--- src/rtl/core/encoder_adaptive_pll_speed_observer_unit_assert.svh ---
// Assertion macros for the encoder speed observer.
// Included by the top level; no other dependencies.
`ifndef ENCODER_ADAPTIVE_PLL_SPEED_OBSERVER_UNIT_ASSERT_SVH
`define ENCODER_ADAPTIVE_PLL_SPEED_OBSERVER_UNIT_ASSERT_SVH
`ifndef NO_ASSERTIONS
// Same-cycle implication, sampled on clk_i and held off during reset.
`define EAPSO_ASSERT_IMP(name, ante, cons) \
  name: assert property (@(posedge clk_i) disable iff (!rst_ni) (ante) |-> (cons)) \
    else $error("eapso assertion failed");
// Next-cycle implication, sampled on clk_i and held off during reset.
`define EAPSO_ASSERT_NXT(name, ante, cons) \
  name: assert property (@(posedge clk_i) disable iff (!rst_ni) (ante) |=> (cons)) \
    else $error("eapso assertion failed");
`else
`define EAPSO_ASSERT_IMP(name, ante, cons)
`define EAPSO_ASSERT_NXT(name, ante, cons)
`endif
`endif

--- src/rtl/core/eapso_pkg.sv ---
// Shared types and constants of the encoder speed observer.
// No dependencies; imported by every module of the block.
`default_nettype none

package eapso_pkg;

  // Default raw counter width.
  localparam int unsigned CounterBitsDefault = 16;

  // Configuration port and result widths.
  localparam int unsigned CfgIdxW  = 3;
  localparam int unsigned CfgDataW = 32;
  localparam int unsigned SpeedW   = 28;
  localparam int unsigned PosW     = 32;

  // Register indexes.
  localparam logic [CfgIdxW-1:0] RegErrLow  = 3'd0;
  localparam logic [CfgIdxW-1:0] RegErrHigh = 3'd1;
  localparam logic [CfgIdxW-1:0] RegWnLow   = 3'd2;
  localparam logic [CfgIdxW-1:0] RegWnHigh  = 3'd3;
  localparam logic [CfgIdxW-1:0] RegSlope   = 3'd4;
  localparam logic [CfgIdxW-1:0] RegZeta2   = 3'd5;
  localparam logic [CfgIdxW-1:0] RegDt      = 3'd6;

  // Register reset values.
  localparam logic [21:0] ErrLowReset  = 22'd179;
  localparam logic [21:0] ErrHighReset = 22'd1280;
  localparam logic [19:0] WnLowReset   = 20'd3217;
  localparam logic [19:0] WnHighReset  = 20'd33779;
  localparam logic [31:0] SlopeReset   = 32'd1819400;
  localparam logic [20:0] Zeta2Reset   = 21'd157286;
  localparam logic [31:0] DtReset      = 32'd21474836;

  // Observer limits.
  localparam logic signed [40:0] ErrLim        = 41'sd2560000;
  localparam logic signed [27:0] OmegaLim      = 28'sd128000000;
  localparam logic signed [31:0] ThetaRecentre = 32'sd5120000;
  localparam logic [19:0]        WnMax         = 20'hFFFFF;

  // Configuration register set.
  typedef struct packed {
    logic [21:0] err_low;
    logic [21:0] err_high;
    logic [19:0] wn_low;
    logic [19:0] wn_high;
    logic [31:0] slope;
    logic [20:0] zeta2;
    logic [31:0] dt;
  } cfg_t;

  // Datapath commands, in the order the sequencer issues them.
  typedef enum logic [4:0] {
    CMD_NONE,
    CMD_EXT,
    CMD_ERR,
    CMD_WN_MUL,
    CMD_WN,
    CMD_KI_MUL,
    CMD_KP_MUL,
    CMD_KIE_LO,
    CMD_KIE_HI,
    CMD_KIE_SUM,
    CMD_OM_LO,
    CMD_OM_HI,
    CMD_OM_SUM,
    CMD_OM_UPD,
    CMD_P_LO,
    CMD_P_HI,
    CMD_P_SUM,
    CMD_S,
    CMD_T_LO,
    CMD_T_HI,
    CMD_T_SUM,
    CMD_TH,
    CMD_RC,
    CMD_OUT
  } cmd_e;

endpackage

`default_nettype wire

--- src/rtl/core/eapso_regs.sv ---
// Configuration register file of the encoder speed observer.
// Depends on eapso_pkg for register indexes, reset values and cfg_t.
`default_nettype none

module eapso_regs
  import eapso_pkg::*;
(
  input  wire logic                clk_i,
  input  wire logic                rst_ni,
  input  wire logic                cfg_valid_i,
  output logic                     cfg_ready_o,
  input  wire logic [CfgIdxW-1:0]  cfg_index_i,
  input  wire logic [CfgDataW-1:0] cfg_data_i,
  output cfg_t                     cfg_o
);

  cfg_t cfg_q, cfg_d;

  // Writes are always taken; an unknown index leaves the set unchanged.
  assign cfg_ready_o = 1'b1;

  always_comb begin
    cfg_d = cfg_q;
    if (cfg_valid_i) begin
      case (cfg_index_i)
        RegErrLow:  cfg_d.err_low  = cfg_data_i[21:0];
        RegErrHigh: cfg_d.err_high = cfg_data_i[21:0];
        RegWnLow:   cfg_d.wn_low   = cfg_data_i[19:0];
        RegWnHigh:  cfg_d.wn_high  = cfg_data_i[19:0];
        RegSlope:   cfg_d.slope    = cfg_data_i;
        RegZeta2:   cfg_d.zeta2    = cfg_data_i[20:0];
        RegDt:      cfg_d.dt       = cfg_data_i;
        default: ;
      endcase
    end
  end

  always_ff @(posedge clk_i or negedge rst_ni) begin
    if (!rst_ni) begin
      cfg_q.err_low  <= ErrLowReset;
      cfg_q.err_high <= ErrHighReset;
      cfg_q.wn_low   <= WnLowReset;
      cfg_q.wn_high  <= WnHighReset;
      cfg_q.slope    <= SlopeReset;
      cfg_q.zeta2    <= Zeta2Reset;
      cfg_q.dt       <= DtReset;
    end else begin
      cfg_q <= cfg_d;
    end
  end

  assign cfg_o = cfg_q;

endmodule

`default_nettype wire

--- src/rtl/core/eapso_dp.sv ---
// Datapath of the encoder speed observer: count extension, PLL state and
// one shared 32x32 multiplier. Depends on eapso_pkg for cmd_e and cfg_t.
`default_nettype none

module eapso_dp
  import eapso_pkg::*;
#(
  parameter int unsigned CounterBits = CounterBitsDefault
) (
  input  wire logic                     clk_i,
  input  wire logic                     rst_ni,
  input  wire cmd_e                     cmd_i,
  input  wire cfg_t                     cfg_i,
  input  wire logic [CounterBits-1:0]   raw_i,
  output logic signed [SpeedW-1:0]      speed_o,
  output logic [PosW-1:0]               position_o
);

  typedef enum logic [1:0] {
    WN_LOW,
    WN_HIGH,
    WN_INTERP
  } wn_sel_e;

  localparam logic signed [31:0] ThMax = 32'sh7FFF_FFFF;
  localparam logic signed [31:0] ThMin = 32'sh8000_0000;

  // Observer state.
  logic                     started_q, started_d;
  logic [CounterBits-1:0]   prev_q, prev_d;
  logic [31:0]              ext_q, ext_d;
  logic [31:0]              off_q, off_d;
  logic signed [31:0]       theta_q, theta_d;
  logic signed [SpeedW-1:0] omega_q, omega_d;

  // Per-sample working registers.
  logic [21:0]  aerr_q, aerr_d;
  logic         eneg_q, eneg_d;
  wn_sel_e      wn_sel_q, wn_sel_d;
  logic [19:0]  wn_q, wn_d;
  logic [39:0]  ki_q, ki_d;
  logic [40:0]  kp_q, kp_d;
  logic [63:0]  prod_q, prod_d;
  logic [63:0]  lo_q, lo_d;
  logic [95:0]  wide_q, wide_d;
  logic [47:0]  as_q, as_d;
  logic         sneg_q, sneg_d;

  // Result register.
  logic signed [SpeedW-1:0] speed_q, speed_d;
  logic [PosW-1:0]          pos_q, pos_d;

  // Shared multiplier.
  logic [31:0] mul_x, mul_y;
  logic [63:0] mul_p;

  // Intermediate values.
  logic [CounterBits-1:0]        diff_w;
  logic signed [CounterBits-1:0] diff_s;
  logic [31:0]                   step_w;
  logic [31:0]                   local_w;
  logic signed [40:0]            err_w, err_c, err_mag;
  logic [21:0]                   wn_diff;
  logic [48:0]                   wn_sum;
  logic [47:0]                   oinc;
  logic signed [49:0]            oinc_s, om_sum;
  logic signed [SpeedW-1:0]      om_sat;
  logic signed [49:0]            p_s, s_w, s_mag;
  logic [55:0]                   tinc;
  logic signed [57:0]            tinc_s, th_sum;
  logic signed [31:0]            th_sat;
  logic                          rc_hit, rc_neg;
  logic [32:0]                   rc_mag;
  logic [24:0]                   rc_shift;
  logic [7:0]                    rc_rem;
  logic [95:0]                   wide_sum;

  // Signed counter difference, extended to the 32-bit count.
  assign diff_w = raw_i - prev_q;
  assign diff_s = $signed(diff_w);
  assign step_w = 32'(diff_s);

  // Position error in Q.8, clamped, split into magnitude and sign.
  assign local_w = ext_q - off_q;
  assign err_w   = $signed({local_w[31], local_w, 8'h00}) - 41'(theta_q);

  always_comb begin
    if (err_w > ErrLim) begin
      err_c = ErrLim;
    end else if (err_w < -ErrLim) begin
      err_c = -ErrLim;
    end else begin
      err_c = err_w;
    end
    err_mag = err_c[40] ? -err_c : err_c;
  end

  // Natural frequency interpolation, saturated to 20 bits.
  assign wn_diff = aerr_q - cfg_i.err_low;
  assign wn_sum  = 49'(cfg_i.wn_low) + 49'(prod_q[63:16]);

  // Speed update from the integral path.
  assign oinc   = wide_q[95:48];
  assign oinc_s = $signed({2'b00, oinc});
  assign om_sum = 50'(omega_q) + (eneg_q ? -oinc_s : oinc_s);

  always_comb begin
    if (om_sum > 50'(OmegaLim)) begin
      om_sat = OmegaLim;
    end else if (om_sum < -50'(OmegaLim)) begin
      om_sat = -OmegaLim;
    end else begin
      om_sat = om_sum[SpeedW-1:0];
    end
  end

  // Slope term: speed plus the proportional correction.
  assign p_s   = $signed({2'b00, wide_q[63:16]});
  assign s_w   = $signed({{14{omega_q[SpeedW-1]}}, omega_q, 8'h00}) + (eneg_q ? -p_s : p_s);
  assign s_mag = s_w[49] ? -s_w : s_w;

  // Position estimate update, saturated to 32 bits.
  assign tinc   = wide_q[95:40];
  assign tinc_s = $signed({2'b00, tinc});
  assign th_sum = 58'(theta_q) + (sneg_q ? -tinc_s : tinc_s);

  always_comb begin
    if (th_sum > 58'(ThMax)) begin
      th_sat = ThMax;
    end else if (th_sum < 58'(ThMin)) begin
      th_sat = ThMin;
    end else begin
      th_sat = th_sum[31:0];
    end
  end

  // Re-centring moves the whole counts of theta into the frame offset.
  assign rc_hit   = (theta_q > ThetaRecentre) || (theta_q < -ThetaRecentre);
  assign rc_neg   = theta_q[31];
  assign rc_mag   = rc_neg ? -33'(theta_q) : 33'(theta_q);
  assign rc_shift = rc_mag[32:8];
  assign rc_rem   = rc_mag[7:0];

  // Joins the low and high partial products of a 64x32 product.
  assign wide_sum = {prod_q + {32'h0, lo_q[63:32]}, lo_q[31:0]};

  // Multiplier operand selection per command.
  always_comb begin
    case (cmd_i)
      CMD_WN_MUL: begin
        mul_x = 32'(wn_diff);
        mul_y = cfg_i.slope;
      end
      CMD_KI_MUL: begin
        mul_x = 32'(wn_q);
        mul_y = 32'(wn_q);
      end
      CMD_KP_MUL: begin
        mul_x = 32'(cfg_i.zeta2);
        mul_y = 32'(wn_q);
      end
      CMD_KIE_LO: begin
        mul_x = ki_q[31:0];
        mul_y = 32'(aerr_q);
      end
      CMD_KIE_HI: begin
        mul_x = 32'(ki_q[39:32]);
        mul_y = 32'(aerr_q);
      end
      CMD_OM_LO: begin
        mul_x = wide_q[31:0];
        mul_y = cfg_i.dt;
      end
      CMD_OM_HI: begin
        mul_x = wide_q[63:32];
        mul_y = cfg_i.dt;
      end
      CMD_P_LO: begin
        mul_x = kp_q[31:0];
        mul_y = 32'(aerr_q);
      end
      CMD_P_HI: begin
        mul_x = 32'(kp_q[40:32]);
        mul_y = 32'(aerr_q);
      end
      CMD_T_LO: begin
        mul_x = as_q[31:0];
        mul_y = cfg_i.dt;
      end
      CMD_T_HI: begin
        mul_x = 32'(as_q[47:32]);
        mul_y = cfg_i.dt;
      end
      default: begin
        mul_x = '0;
        mul_y = '0;
      end
    endcase
  end

  assign mul_p = 64'(mul_x) * 64'(mul_y);

  // Next-state logic, one step per command.
  always_comb begin
    started_d = started_q;
    prev_d    = prev_q;
    ext_d     = ext_q;
    off_d     = off_q;
    theta_d   = theta_q;
    omega_d   = omega_q;
    aerr_d    = aerr_q;
    eneg_d    = eneg_q;
    wn_sel_d  = wn_sel_q;
    wn_d      = wn_q;
    ki_d      = ki_q;
    kp_d      = kp_q;
    prod_d    = prod_q;
    lo_d      = lo_q;
    wide_d    = wide_q;
    as_d      = as_q;
    sneg_d    = sneg_q;
    speed_d   = speed_q;
    pos_d     = pos_q;
    case (cmd_i)
      CMD_EXT: begin
        prev_d    = raw_i;
        started_d = 1'b1;
        ext_d     = started_q ? ext_q + step_w : '0;
      end
      CMD_ERR: begin
        aerr_d = err_mag[21:0];
        eneg_d = err_c[40];
      end
      CMD_WN_MUL: begin
        prod_d = mul_p;
        if (aerr_q <= cfg_i.err_low) begin
          wn_sel_d = WN_LOW;
        end else if (aerr_q >= cfg_i.err_high) begin
          wn_sel_d = WN_HIGH;
        end else begin
          wn_sel_d = WN_INTERP;
        end
      end
      CMD_WN: begin
        case (wn_sel_q)
          WN_LOW:    wn_d = cfg_i.wn_low;
          WN_HIGH:   wn_d = cfg_i.wn_high;
          WN_INTERP: wn_d = (wn_sum > 49'(WnMax)) ? WnMax : wn_sum[19:0];
          default:   wn_d = cfg_i.wn_low;
        endcase
      end
      CMD_KI_MUL, CMD_OM_LO, CMD_P_LO, CMD_T_LO: begin
        prod_d = mul_p;
      end
      CMD_KP_MUL: begin
        ki_d   = prod_q[39:0];
        prod_d = mul_p;
      end
      CMD_KIE_LO: begin
        kp_d   = prod_q[40:0];
        prod_d = mul_p;
      end
      CMD_KIE_HI, CMD_OM_HI, CMD_P_HI, CMD_T_HI: begin
        lo_d   = prod_q;
        prod_d = mul_p;
      end
      CMD_KIE_SUM, CMD_OM_SUM, CMD_P_SUM, CMD_T_SUM: begin
        wide_d = wide_sum;
      end
      CMD_OM_UPD: begin
        omega_d = om_sat;
      end
      CMD_S: begin
        as_d   = s_mag[47:0];
        sneg_d = s_w[49];
      end
      CMD_TH: begin
        theta_d = th_sat;
      end
      CMD_RC: begin
        if (rc_hit) begin
          off_d   = rc_neg ? off_q - 32'(rc_shift) : off_q + 32'(rc_shift);
          theta_d = rc_neg ? -$signed({24'h0, rc_rem}) : $signed({24'h0, rc_rem});
        end
      end
      CMD_OUT: begin
        speed_d = omega_q;
        pos_d   = ext_q;
      end
      default: ;
    endcase
  end

  // Observer state is cleared by reset.
  always_ff @(posedge clk_i or negedge rst_ni) begin
    if (!rst_ni) begin
      started_q <= 1'b0;
      prev_q    <= '0;
      ext_q     <= '0;
      off_q     <= '0;
      theta_q   <= '0;
      omega_q   <= '0;
    end else begin
      started_q <= started_d;
      prev_q    <= prev_d;
      ext_q     <= ext_d;
      off_q     <= off_d;
      theta_q   <= theta_d;
      omega_q   <= omega_d;
    end
  end

  // Working and result registers carry payload only.
  always_ff @(posedge clk_i) begin
    aerr_q   <= aerr_d;
    eneg_q   <= eneg_d;
    wn_sel_q <= wn_sel_d;
    wn_q     <= wn_d;
    ki_q     <= ki_d;
    kp_q     <= kp_d;
    prod_q   <= prod_d;
    lo_q     <= lo_d;
    wide_q   <= wide_d;
    as_q     <= as_d;
    sneg_q   <= sneg_d;
    speed_q  <= speed_d;
    pos_q    <= pos_d;
  end

  assign speed_o    = speed_q;
  assign position_o = pos_q;

endmodule

`default_nettype wire

--- src/rtl/core/eapso_ctrl.sv ---
// Sequencer of the encoder speed observer: handshakes and command order.
// Depends on eapso_pkg for cmd_e.
`default_nettype none

module eapso_ctrl
  import eapso_pkg::*;
(
  input  wire logic clk_i,
  input  wire logic rst_ni,
  input  wire logic in_valid_i,
  output logic      in_ready_o,
  output logic      out_valid_o,
  input  wire logic out_ready_i,
  output cmd_e      cmd_o
);

  typedef enum logic [2:0] {
    ST_IDLE = 3'b001,
    ST_RUN  = 3'b010,
    ST_OUT  = 3'b100
  } state_e;

  state_e state_q, state_d;
  cmd_e   step_q, step_d;
  logic   out_valid_q, out_valid_d;

  // Walk the command list once per sample, then load the result register.
  always_comb begin
    state_d     = state_q;
    step_d      = step_q;
    out_valid_d = out_valid_q;
    cmd_o       = CMD_NONE;
    in_ready_o  = 1'b0;
    if (out_valid_q && out_ready_i) begin
      out_valid_d = 1'b0;
    end
    case (state_q)
      ST_IDLE: begin
        in_ready_o = 1'b1;
        if (in_valid_i) begin
          cmd_o   = CMD_EXT;
          step_d  = CMD_ERR;
          state_d = ST_RUN;
        end
      end
      ST_RUN: begin
        cmd_o = step_q;
        if (step_q == CMD_RC) begin
          state_d = ST_OUT;
        end else begin
          step_d = cmd_e'(step_q + 5'd1);
        end
      end
      ST_OUT: begin
        if (!out_valid_q || out_ready_i) begin
          cmd_o       = CMD_OUT;
          out_valid_d = 1'b1;
          state_d     = ST_IDLE;
        end
      end
      default: begin
        state_d = ST_IDLE;
      end
    endcase
  end

  always_ff @(posedge clk_i or negedge rst_ni) begin
    if (!rst_ni) begin
      state_q     <= ST_IDLE;
      step_q      <= CMD_NONE;
      out_valid_q <= 1'b0;
    end else begin
      state_q     <= state_d;
      step_q      <= step_d;
      out_valid_q <= out_valid_d;
    end
  end

  assign out_valid_o = out_valid_q;

endmodule

`default_nettype wire

--- src/rtl/core/encoder_adaptive_pll_speed_observer_unit.sv ---
// Encoder speed observer with an adaptive-bandwidth PLL. One raw counter
// sample is taken per transaction on the slave stream and one result (speed
// in counts/s Q.8 and the extended 32-bit count) is given per sample on the
// master stream. From acceptance to the result register, the count is
// extended, twenty-one steps run the error, gain and state updates through
// a single shared 32x32 multiplier, and the result is loaded. The next
// sample is accepted as soon as the sequencer is back in idle, even while
// the previous result still waits; a finished result waits for the
// register only if the one before it has not yet been taken. Configuration
// writes are always taken and should be made while no sample is in flight.
//
// Depends on eapso_pkg, eapso_regs, eapso_dp, eapso_ctrl and the assertion
// header.
`default_nettype none

`include "encoder_adaptive_pll_speed_observer_unit_assert.svh"

module encoder_adaptive_pll_speed_observer_unit
  import eapso_pkg::*;
#(
  parameter int unsigned CounterBits = CounterBitsDefault,
  localparam int unsigned InDataW  = ((CounterBits + 7) / 8) * 8,
  localparam int unsigned OutDataW = ((SpeedW + PosW + 7) / 8) * 8
) (
  input  wire logic                clk_i,
  input  wire logic                rst_ni,
  // Sample stream.
  input  wire logic                s_axis_tvalid_i,
  output logic                     s_axis_tready_o,
  input  wire logic [InDataW-1:0]  s_axis_tdata_i,  // raw_count
  // Result stream.
  output logic                     m_axis_tvalid_o,
  input  wire logic                m_axis_tready_i,
  output logic [OutDataW-1:0]      m_axis_tdata_o,  // speed_q8, position_count
  // Configuration write channel.
  input  wire logic                cfg_valid_i,
  output logic                     cfg_ready_o,
  input  wire logic [CfgIdxW-1:0]  cfg_index_i,
  input  wire logic [CfgDataW-1:0] cfg_data_i
);

  cfg_t                     cfg;
  cmd_e                     cmd;
  logic signed [SpeedW-1:0] speed;
  logic [PosW-1:0]          position;

  // Configuration registers.
  eapso_regs u_regs (
    .clk_i       (clk_i),
    .rst_ni      (rst_ni),
    .cfg_valid_i (cfg_valid_i),
    .cfg_ready_o (cfg_ready_o),
    .cfg_index_i (cfg_index_i),
    .cfg_data_i  (cfg_data_i),
    .cfg_o       (cfg)
  );

  // Sequencer.
  eapso_ctrl u_ctrl (
    .clk_i       (clk_i),
    .rst_ni      (rst_ni),
    .in_valid_i  (s_axis_tvalid_i),
    .in_ready_o  (s_axis_tready_o),
    .out_valid_o (m_axis_tvalid_o),
    .out_ready_i (m_axis_tready_i),
    .cmd_o       (cmd)
  );

  // Datapath.
  eapso_dp #(
    .CounterBits (CounterBits)
  ) u_dp (
    .clk_i      (clk_i),
    .rst_ni     (rst_ni),
    .cmd_i      (cmd),
    .cfg_i      (cfg),
    .raw_i      (s_axis_tdata_i[CounterBits-1:0]),
    .speed_o    (speed),
    .position_o (position)
  );

  // Result packing: speed in the low bits, then the extended count.
  assign m_axis_tdata_o = OutDataW'({position, speed});

  // An accepted sample extends the count at once; the error step follows in the next cycle.
  `EAPSO_ASSERT_NXT(a_accept_starts_run, s_axis_tvalid_i && s_axis_tready_o, cmd == CMD_ERR)
  // Loading the result register raises the output valid.
  `EAPSO_ASSERT_NXT(a_load_sets_valid, cmd == CMD_OUT, m_axis_tvalid_o)
  // A presented speed always lies inside the saturation band.
  `EAPSO_ASSERT_IMP(a_speed_in_band, m_axis_tvalid_o,
    (speed <= OmegaLim) && (speed >= -OmegaLim))

endmodule

`default_nettype wire
--- config.mk ---
export PLATFORM = sky130hd
export DESIGN_NAME = encoder_adaptive_pll_speed_observer_unit
export DESIGN_NICKNAME = d
export VERILOG_FILES = /design/src/rtl/core/eapso_pkg.sv /design/src/rtl/core/eapso_regs.sv /design/src/rtl/core/eapso_dp.sv /design/src/rtl/core/eapso_ctrl.sv /design/src/rtl/core/encoder_adaptive_pll_speed_observer_unit.sv
export VERILOG_INCLUDE_DIRS = /design/src /design/src/rtl/core
export SDC_FILE = /design/constraint.sdc
export NUM_CORES = 2
export LEC_CHECK = 0
export CORE_MARGIN = 8
export CORE_UTILIZATION = 37
export CTS_CLUSTER_SIZE = 25
export DETAILED_ROUTE_END_ITERATION = 7
export DONT_BUFFER_PORTS = 1
export GPL_ROUTABILITY_DRIVEN = 0
export HOLD_SLACK_MARGIN = 0.03
export SYNTH_ARGS = -nofsm -noshare
export SYNTH_HDL_FRONTEND = slang
export SYNTH_SLANG_ARGS = --single-unit
export TNS_END_PERCENT = 50
--- constraint.sdc ---
create_clock -name clk_i -period 10.85 [get_ports clk_i]
set_clock_uncertainty 0.2 [all_clocks]
set_input_delay 2.17 -clock clk_i [delete_from_list [all_inputs] [get_ports clk_i]]
set_output_delay 2.17 -clock clk_i [all_outputs]
set_load 0.05 [all_outputs]
==> flow_summary_export.csv <==
group,metric,value,unit
clocking,numCtsBuffers,89,
detailed_routing,vias,76910,
clocking,cts_root_buffer,"clkbuf_16",
yosys,synth_top_cell_area_share,20.33,%
setup_path,slowest_stage,"fa_2",
sta,fin_setup_tns,-0.7752,ns
detailed_routing,ant_nets,0,
grt,grt_max_degree,320,
setup_path,startpoint_type,"flip-flop",
sta,tightest_slew,1.522,ns
power,seqPwrFrac,24.6,%
detailed_routing,viasPerCell,5.680,
yosys,synth_area,89200,um^2
floorplanning,rows,180,
placed_design,io_buffers,0,
floorplanning,design.core.area,240100,um^2
clocking,clkSlewWorstSetupHoldPaths,0.06,ns
layout,utilization,43.14,%
sta,max_freq,90.09,MHz
yosys,ys_warn_count,0,
sta,period_minus_slack,11.10,ns
layout,nets,11900,
run_status,violations,"DRC, slew limit, setup timing",
setup_path,path_max_fanout,8,
yosys,postSynth.asyncResetShare,41.00,%
layout,mostFrequentLayoutCell,"inv_1",
floorplanning,die_w,507.0,um
setup_path,cpPeakStageDelay,0.54,ns
detailed_routing,firstDrtPassIters,8,
yosys,ys.flop_type,"edfxtp_1",
clocking,cts.sinks,778,
detailed_routing,wl_per_cell,23.81,um
sta,max_slew_margin,-1.436,%
layout,final_cells,13540,
yosys,synth.largest_area_cell,"fa_1",
yosys,ys_types,108,
grt,grt_pass1_wl,478.1,mm
yosys,avgSynthCellArea,9.029,um^2
sta,hold_violations,0,
power,power.leakage,45.68,nW
floorplanning,die_y,507.0,um
detailed_routing,routed_wl,322.4,mm
yosys,ys_ff_latch,778,
floorplanning,pin_count,123,
yosys,synthTopCellsByArea,"fa_1 (20%), edfxtp_1 (15%), ha_1 (9.2%)",
sta,drv_slew,18,
detailed_routing,drc,1,
placed_design,pre_cts_ws,-1.271,ns
power,peakVddDrop,300.7,uV
clocking,cts_buffer_depth,3,
sta,timing.final.ws_setup,-0.2500,ns
layout,fin_area,103600,um^2
setup_path,cp.required,11.12,ns
yosys,synth-edff-count,459,
yosys,ys_seq_area_share,24.47,%
clocking,clk_latency,0.76,ns
job,cap_violations,0,
power,netSwitchingPower,7.052,mW
grt,antenna_found_initial,18,
grt,grt_overflow,0,
clocking,cts_tree,"done",
clocking,postCtsHoldBufs,0,
run_status,outcome,"finished with violations",
detailed_routing,drtIter0Drc,8035,
grt,first_global_vias,77640,
layout,area_delta_synth_final,16.11,%
setup_path,end_kind,"flip-flop",
power,p_int,9.054,mW
min_path,hold_class,"flip-flop to flip-flop",
floorplanning,initial_core_util,37.16,%
layout,final_cell_mix,"inv_1 (1,220), nand2_1 (1,090), nor2_1 (893)",
layout,drive_above_1_share,14.10,%
placed_design,place_inst,13310,
sta,fin_crit_sh,102.3,%
placed_design,hpwl,261.9,mm
sta,rsz0062_at_grt,"yes",
grt,gr-usage-all-layers,24.15,%
power,sw_frac_of_total,43.78,%
floorplanning,dieArea,257100,um^2
yosys,netlist_instances,9880,
setup_path,path_class,"flip-flop to flip-flop",
clocking,htree_levels,3,
power,clkPwrFrac,20.2,%
setup_path,crit_top_cell,"o21ai_2",
power,cellPowerDensity,155.5,nW/um^2
placed_design,dpl_cell_area,99070,um^2
sta,setup_viol,4,
power,p_comb_share,55.2,%
setup_path,worstPathArrival,11.37,ns
stage by stage:
step / total power, mW / hold WS, ns
floorplan: 10.01 / 0.2003
global placement: 12.36 / 0.2013
detailed placement: 12.56 / 0.2045
CTS: 15.92 / 0.1780
global route: 17.06 / 0.1957
finish: 16.11 / 0.1740
registers in the layout, indices dropped and copies added, names as in the netlist, 20 cells and up:
| register | cells |
|---|---|
| u_dp.wn_q | 20 |
| u_dp.omega_q | 28 |
| u_dp.off_q | 32 |
| u_regs.cfg_o | 169 |
| u_dp.position_o | 32 |
| u_dp.speed_o | 28 |
| u_dp.wide_q | 96 |
| u_dp.ext_q | 32 |
| u_dp.lo_q | 64 |
| u_dp.theta_q | 32 |
| u_dp.as_q | 48 |
| u_dp.kp_q | 41 |
| u_dp.aerr_q | 22 |
| u_dp.ki_q | 40 |
| u_dp.prod_q | 64 |
worst max-delay path, delay by kind of cell (launching register included):
| kind | cells | cell delay, ns |
|---|---|---|
| and+or+nand+nor | 4 | 0.40 |
| xor gates and xnor gates | 1 | 0.14 |
| buffers and inverters | 11 | 1.15 |
| DFF | 1 | 0.38 |
| adders and majority gates | 11 | 4.75 |
| AOI/OAI and AO/OA | 20 | 3.74 |
final timing paths:
path / start / to / slack, ns / cells past startpoint
min in group asynchronous: rst_ni / u_dp.off_q[26] / 1.01 / 0
min: u_dp.lo_q[0] / u_dp.wide_q[0] / 0.17 / 0
max in group asynchronous: rst_ni / u_regs.cfg_o[30] / 8.29 / 0
max: u_dp.aerr_q[0] / u_dp.prod_q[60] / -0.25 / 47
max reg2reg: u_dp.aerr_q[0] / u_dp.prod_q[60] / -0.25 / 47
min reg2reg: u_dp.lo_q[0] / u_dp.wide_q[0] / 0.17 / 0
power groups by stage:
stage | logic (mW) | registers, mW | clock network (mW)
final | 8.89 | 3.97 | 3.25
after global routing | 9.67 | 3.99 | 3.40
after CTS | 8.67 | 3.96 | 3.29
after detailed placement | 8.54 | 4.02 | 0
after global placement | 8.35 | 4.01 | 0
after floorplan | 6.22 | 3.79 | 0
cell families (layout without fill, tap and decap cells):
| logic type | after synthesis | in the layout | synth area share (%) |
|---|---|---|---|
| flip-flops | 778 | 778 | 24.47 |
| adder cells (fa/ha/maj) | 1565 | 1565 | 29.58 |
| AO/OA/AOI/OAI | 1928 | 1928 | 14.43 |
| XOR/XNOR | 604 | 604 | 5.954 |
| multiplexers | 173 | 173 | 2.154 |
| AND/OR/NAND/NOR | 3132 | 3132 | 16.20 |
| buffers and inverters | 1698 | 2167 | 7.203 |
| other | 2 | 8 | 0.008419 |
cell type report:
| class | count | area [um^2] |
|---|---|---|
| tap | 3185 | 3985 |
| clock inverter | 60 | 803.3 |
| fill | 23090 | 136500 |
| inverter | 1250 | 4695 |
| clock buffer | 107 | 2335 |
| multi-input combinational | 7407 | 62410 |
| timing repair buffer | 750 | 7508 |
| sequential | 778 | 21830 |
| antenna | 3 | 7.507 |
cell usage after synthesis (88+ instances only):
library cell,n
and2_1,92
a21o_1,203
a21oi_1,425
edfxtp_1,459
xor2_1,176
mux2_2,152
nand2_1,1105
o21ai_0,422
dfrtp_1,267
or3_1,88
nand3_1,145
fa_1,906
clkbuf_1,394
nand4_1,100
nor2_1,927
nor3_1,174
nand2b_1,111
inv_1,1247
xnor2_1,426
ha_1,659
metal layers:
metal | wire [um] | part of all wire, % | track usage (%)
met5 | 49 | 0.015 | 0
met4 | 23680 | 7.3 | 14.22
met3 | 28050 | 8.7 | 4.610
met2 | 146100 | 45 | 38.99
met1 | 124500 | 39 | 30.16
what timing repair did:
item	4_1_cts	5_1_grt
hold endpoints to repair	0	0
gates resized for setup	72	136
buffers inserted	20	32
gates cloned	0	8
pin swaps	44	108
endpoints found under the setup margin	32	25
Power figures use the tool's default switching activity.
